===== src/rtl/core/aou_pkg.sv =====
// ----------------------------------------------------------------------------
// Adam update package
// Shared constants, stage indexes, register codes and helpers for the
// fixed-point Adam optimizer update pipeline.
// ----------------------------------------------------------------------------
package aou_pkg;

  // Width of the step counter that takes part in bias correction.
  localparam int STEP_BITS = 16;
  // Bits of the step count field that survive the mask.
  localparam int T_BITS = (STEP_BITS < 16) ? STEP_BITS : 16;

  // Latency of the shared building blocks, in register stages.
  localparam int DIV_LAT  = 34;
  localparam int SQRT_LAT = 29;

  // Stage numbers of the main pipeline; stage 1 holds the accepted request.
  localparam int K_DIV1_IN  = STEP_BITS + 2;
  localparam int K_DIV1_OUT = K_DIV1_IN + DIV_LAT;
  localparam int K_SQ_IN    = K_DIV1_OUT + 1;
  localparam int K_SQ_OUT   = K_SQ_IN + SQRT_LAT;
  localparam int K_DIV2_IN  = K_SQ_OUT + 1;
  localparam int K_DIV2_OUT = K_DIV2_IN + DIV_LAT;
  localparam int K_TOT      = K_DIV2_OUT + 1;
  localparam int K_LRP      = K_TOT + 1;
  localparam int K_OUT      = K_LRP + 1;

  // Configuration register indexes.
  typedef enum logic [2:0] {
    REG_BETA_FIRST    = 3'd0,
    REG_BETA_SECOND   = 3'd1,
    REG_LEARNING_RATE = 3'd2,
    REG_WEIGHT_DECAY  = 3'd3,
    REG_EPSILON       = 3'd4
  } cfg_reg_t;

  // Register defaults.
  localparam logic [15:0] RST_BETA_FIRST    = 16'd58982;
  localparam logic [15:0] RST_BETA_SECOND   = 16'd65470;
  localparam logic [23:0] RST_LEARNING_RATE = 24'd16777;
  localparam logic [23:0] RST_WEIGHT_DECAY  = 24'd0;
  localparam logic [23:0] RST_EPSILON       = 24'd1;

  // Unity in the two fixed-point formats used for the betas.
  localparam logic [16:0] ONE_Q16 = 17'h1_0000;
  localparam logic [32:0] ONE_Q32 = 33'h1_0000_0000;

  // Clamp a wide signed value into the signed 32-bit range.
  function automatic logic signed [31:0] sat_s32(input logic signed [40:0] x);
    logic signed [40:0] hi;
    logic signed [40:0] lo;
    hi = 41'sd2147483647;
    lo = -41'sd2147483648;
    if (x > hi) begin
      return 32'sh7FFF_FFFF;
    end else if (x < lo) begin
      return 32'sh8000_0000;
    end
    return x[31:0];
  endfunction

endpackage


===== src/rtl/core/aou_sqrt.sv =====
// ----------------------------------------------------------------------------
// Pipelined integer square root
// Returns floor(sqrt(x * 2^24)) for a 33-bit x, one root bit per stage.
// ----------------------------------------------------------------------------
module aou_sqrt (
  input  logic        clk,
  input  logic        en,
  input  logic [32:0] x,
  output logic [28:0] root
);
  import aou_pkg::*;

  typedef struct packed {
    logic [30:0] rem;
    logic [28:0] root;
    logic [57:0] rest;
  } sqrt_stage_t;

  sqrt_stage_t st [0:SQRT_LAT-1];
  sqrt_stage_t first;

  // One root bit: bring down two radicand bits and try root*4+1.
  function automatic sqrt_stage_t sqrt_iter(input sqrt_stage_t s);
    sqrt_stage_t o;
    logic [32:0] r;
    logic [32:0] trial;
    o     = s;
    r     = {s.rem, s.rest[57:56]};
    trial = {2'b00, s.root, 2'b01};
    if (r >= trial) begin
      o.rem  = 31'(r - trial);
      o.root = {s.root[27:0], 1'b1};
    end else begin
      o.rem  = r[30:0];
      o.root = {s.root[27:0], 1'b0};
    end
    o.rest = {s.rest[55:0], 2'b00};
    return o;
  endfunction

  always_comb begin
    first.rem  = '0;
    first.root = '0;
    first.rest = {1'b0, x, 24'd0};
  end

  always_ff @(posedge clk) begin
    if (en) begin
      st[0] <= sqrt_iter(first);
    end
  end

  for (genvar j = 1; j < SQRT_LAT; j++) begin : g_stage
    always_ff @(posedge clk) begin
      if (en) begin
        st[j] <= sqrt_iter(st[j-1]);
      end
    end
  end

  assign root = st[SQRT_LAT-1].root;

endmodule


===== config.mk =====
export PLATFORM = sky130hd
export DESIGN_NAME = aou_sqrt
export DESIGN_NICKNAME = d
export VERILOG_FILES = /design/src/rtl/core/aou_pkg.sv /design/src/rtl/core/aou_sqrt.sv
export SDC_FILE = /design/constraint.sdc
export NUM_CORES = 2
export LEC_CHECK = 0
export CAP_MARGIN = 10
export CORE_MARGIN = 2
export CORE_UTILIZATION = 45
export DETAILED_ROUTE_END_ITERATION = 8
export DONT_BUFFER_PORTS = 1
export PLACE_DENSITY = 0.7
export SLEW_MARGIN = 5
export SYNTH_ARGS = -nofsm -noshare
export SYNTH_HDL_FRONTEND = slang
export SYNTH_SLANG_ARGS = --single-unit

===== constraint.sdc =====
create_clock -name clk -period 8 [get_ports clk]
set_clock_uncertainty 0.15 [all_clocks]
set_input_delay 0.8 -clock clk [delete_from_list [all_inputs] [get_ports clk]]
set_output_delay 0.8 -clock clk [all_outputs]
set_load 0.02 [all_outputs]

# Word-level counts from Yosys, hierarchy flattened
# Memory sizes are Yosys's and may differ from the RTL's.
# Cells that the tools add are included.
totals:
  reg_bits: 0
  latchBits: 0
  mem_bits_rw: 3364
  mem_bits_ro: 0
  out_inout_bits: 29
  wordCells: 119
  n_memories: 1
classes:
  addsub: 29
  n_mul: 0
  div: 0
  order_cmp: 29
  n_eq_ne: 0
  n_shift: 0
  mux: 60
  bitwise: 0
  reduce_logical: 0
mem_list:
  columns: ["name", "words", "word_bits", "read_ports", "rd_clocked_by_memory_dff", "wr", "line_no", "text"]
  rows:
  - ["st", 29, 116, 29, 0, 29, "aou_sqrt.sv:19", "sqrt_stage_t st [0:SQRT_LAT-1];"]
ops:
  columns: ["op", "n"]
  rows:
  - ["$mux 60", 58]
  - ["$ge 33x31->1", 28]
  - ["$sub 31x31->31", 28]
  - ["$mux 1", 2]
  - ["$sub 1x1->2 const B", 1]
  - ["$ge 1x1->1 const B", 1]

# Longest topological paths before layout
# An unclocked memory read counts as a cell.
logic_depth:
  word_depth: 4
  ltp_mapped: 15

# Worst setup path after synthesis
# OpenSTA, ideal clock, no wires.
synth_path:
  kind: "reg-to-reg"
  startpoint: "mem st[1][1246] (netlist name)"
  endpoint: "mem st[1][1363] (netlist name) (data pin)"
  setup_time_ps: 260
  arrival_time_ps: 3168
  t_required_ps: 7590
  slack_ps: 4422
  path_stages_with_launch: 13
  path_buffers: 2
  synth_period_minus_slack_ps: 3578
  path_cell_list: "edfxtp_1 -> ha_1 -> a211oi_1 -> o211ai_1 -> a21oi_1 -> o31ai_1 -> a31o_2 -> a2111oi_1 -> o31ai_1 -> or3_1 -> clkbuf_1 -> buf_2 -> mux2_2"
synth_lines:
  columns: ["element", "line_no"]
  rows:
  - ["start, declared", "aou_sqrt.sv:19"]

==> impl_metrics.env <==
export IMPL_cp_required_ns=8.39
export IMPL_synth_edf_count=1514
export IMPL_placementRows=151
export IMPL_crit_start="st[1][1134]"
export IMPL_async_flop_share=0
export IMPL_tightest_slew_ns=1.29
export IMPL_cp_max_fo=36
export IMPL_p_sw_mw=6.43
export IMPL_cellInternalPower_mw=16.5
export IMPL_synth_simple_gate_area_frac=0.113
export IMPL_die_h_um=418
export IMPL_hold_violations=0
export IMPL_seqPwrFrac=0.472
export IMPL_vias_per_cell=5.36
export IMPL_synth_compound_area_frac=0.106
export IMPL_min_period_ns=4.83
export IMPL_start_kind="flop"
export IMPL_combPwrFrac=0.201
export IMPL_avgSynthCellArea_um2=11.9
export IMPL_crit_arrival_ns=5.22
export IMPL_antenna_found_initial=0
export IMPL_cts_tree="yes"
export IMPL_cts_sinks=1514
export IMPL_end_kind="flop"
export IMPL_die_area_um2=174000
export IMPL_peakVddDrop_mv=0.249
export IMPL_fmax_mhz=207
export IMPL_cts_made_buffers=167
export IMPL_pin_count=64
export IMPL_setup_viol=0
export IMPL_synth_top_cell_area_share=0.591
export IMPL_rrSetupSlack_ns=3.17
export IMPL_clock_latency_ns=0.80
export IMPL_clk_pin_slew_ns=0.06
export IMPL_cts_htree_levels=4
export IMPL_fin_nets=7032
export IMPL_p_leak_nw=32.6
export IMPL_reg2reg_to="st[1][1275]"
export IMPL_syn2layout_area_growth_pct=10.8
export IMPL_holdWs_ns=0.258
export IMPL_drt_iter0_markers=3293
export IMPL_drv_slew=0
export IMPL_rsz0062_at_grt="no"
export IMPL_min_path_type="reg2reg"
export IMPL_cts_root_buffer_cell="clkbuf_16"
export IMPL_yosysMostFrequentCell="edfxtp_1"
export IMPL_portBuffers=0
export IMPL_cts_resized=0
export IMPL_n_antenna_cell=0
export IMPL_num_vias=47713
export IMPL_clockBufferDepth=3
export IMPL_hpwl_mm=100
export IMPL_synthFlopType="edfxtp_1"
export IMPL_final_area_um2=85300
export IMPL_start_util=0.454
export IMPL_synth_area_leaders="edfxtp_1 59%, ha_1 7.2%, xor2_1 3.9%"
export IMPL_ys_warn_count=0
export IMPL_yosysTopAreaCell="edfxtp_1"
export IMPL_core_area_um2=170000
export IMPL_syn_cell_area_um2=76900
export IMPL_grt_pass1_wl_mm=233
export IMPL_period_share=0.604
export IMPL_p_per_area_nw_per_um2=269
export IMPL_synth_cell_types=92
export IMPL_synth_top_cells_by_count="1514 x edfxtp_1, 566 x inv_1, 503 x nand2_1"
export IMPL_grt_max_degree=287
export IMPL_drc=0
export IMPL_groute_usage_overall=0.162
export IMPL_synth_seq_cells=1514
export IMPL_regMostFlops="st"
export IMPL_layout_drive_gt1_share=0.0588
export IMPL_largest_reg_flops=1514
export IMPL_hold_path_depth=0
export IMPL_critPathKind="reg2reg"
export IMPL_wl_per_cell_um=16.0
export IMPL_place_area_um2=79500
export IMPL_dr_pass1_iters=6
export IMPL_slew_headroom=0.143
export IMPL_synthCells=6446
export IMPL_synth_adder_area_share=0.0744
export IMPL_status="complete, no violations"
export IMPL_drv_cap=0
export IMPL_grt_pass1_vias=47227
export IMPL_ant_nets=0
export IMPL_clkPwrFrac=0.327
export IMPL_synth_xor_area_frac=0.0714
export IMPL_p_sw_frac=0.280
export IMPL_dieWidth_um=418
export IMPL_fin_setup_tns_ns=0
export IMPL_ys_seq_area_frac=0.591
export IMPL_place_gp_congestion=0.889
export IMPL_drt_wl_total_mm=142
export IMPL_gr_total_overflow=0
export IMPL_timing_rr_start="st[1][1134]"
export IMPL_synth_top_family_by_area="simple AND/OR/NAND/NOR gates"
export IMPL_top_regs="st x1514"
export IMPL_whs_endpoint="st[0][750]"
export IMPL_rr_worst_depth=14
export IMPL_muxShareOfSynthArea=0.00808
export IMPL_hold_start="st[0][632]"
export IMPL_synth_fp_nets=6932
## cell usage in the layout, fill, tap and decap left out, drive strengths merged, types with 13 or more instances in the layout
| cell | instances |
|---|---|
| o41ai | 13 |
| or4 | 49 |
| a21boi | 27 |
| edfxtp | 1514 |
| xor2 | 345 |
| o21ai | 412 |
| o211ai | 19 |
| inv | 575 |
| nor2 | 401 |
| xnor2 | 282 |
| and2 | 19 |
| ha | 440 |
| or3 | 86 |
| mux2 | 49 |
| or2 | 42 |
| nand4 | 41 |
| nor3 | 197 |
| o21bai | 31 |
| dlygate4sd3 | 33 |
| clkbuf | 215 |
| nand3b | 18 |
| a31oi | 29 |
| a211oi | 34 |
| nand2 | 504 |
| o31ai | 54 |
| a21o | 133 |
| nand3 | 88 |
| o21a | 90 |
| nand2b | 86 |
| nor3b | 13 |
| bufinv | 14 |
| clkinv | 68 |
| nor4 | 74 |
| nor2b | 73 |
| buf | 26 |
| and3 | 33 |
| a21oi | 391 |
| a2111oi | 13 |
## critical path: stages (launching register included)
cell	delay (ns)
edfxtp_1	0.41
ha_1	0.33
or2_2	0.29
and2_1	0.17
o211a_1	0.20
a221oi_1	0.38
o21ai_0	0.16
buf_4	0.18
a32oi_1	0.31
o21ai_0	0.20
nor2_1	0.14
buf_4	0.26
clkinv_1	0.83
nand4_1	0.43
xnor2_1	0.10
## worst max-delay path by stage
stage,end
finish,st[1][1275]
CTS,st[1][1275]
global placement,st[1][1273]
floorplan,st[1][1363]
detailed placement,st[1][1475]
global route,st[1][1273]
## cell type report
| cell class | instances | area (um2) |
|---|---|---|
| fillers | 14490 | 84400 |
| flip-flops and latches | 1514 | 45500 |
| multi-input cells | 4235 | 28800 |
| clock buffers | 215 | 4400 |
| well taps | 2218 | 2780 |
| inverters | 569 | 2140 |
| clock inverters | 93 | 1020 |
| repair buffers | 59 | 686 |
## metrics by stage
| stage | std cells | util | worst slack [ns] | total power [mW] |
|---|---|---|---|---|
| final | 8903 | 0.503 | 3.17 | 23.0 |
| after global routing | 8903 | 0.503 | 2.70 | 24.2 |
| after CTS | 8902 | 0.502 | 3.15 | 23.2 |
| after detailed placement | 8560 | 0.468 | 3.16 | 15.5 |
| after global placement | 8560 | 0.468 | 3.21 | 15.4 |
| after floorplan | 6446 | - | 4.42 | 14.3 |
## metal layers
metal  global-route usage  up-vias  wire, um
met5                    0        -         0
met4               0.0621        0      4840
met3               0.0244      309      4950
met2                0.289      860     72200
met1                0.195    22816     60500
li1                     -    23728         -
## what timing repair did
item / in CTS / in global routing
endpoints found under the setup margin: 0 / 0
setup buffers: 0 / 0
hold endpoints to repair: 169 / 0
hold buffers: 34 / 0
## power groups by stage
stage	Clock, mW	Combinational, mW	Sequential, mW
2_1_floorplan	0	3.56	10.7
3_3_place_gp	0	4.41	11.0
3_5_place_dp	0	4.54	11.0
4_1_cts	7.73	4.60	10.8
5_1_grt	8.04	5.20	10.9
6_report	7.52	4.61	10.8
## cells by family (layout without fill, tap and decap cells)
kind of cell / Yosys count / in the layout
xor gates and xnor gates: 627 / 627
adders and majority gates: 451 / 451
other: 1 / 1
and+or+nand+nor: 1765 / 1765
buffers and inverters: 697 / 936
muxes: 56 / 56
AOI/OAI and AO/OA: 1335 / 1335
DFF: 1514 / 1514
Note: power is estimated with default switching activity, not from simulation.
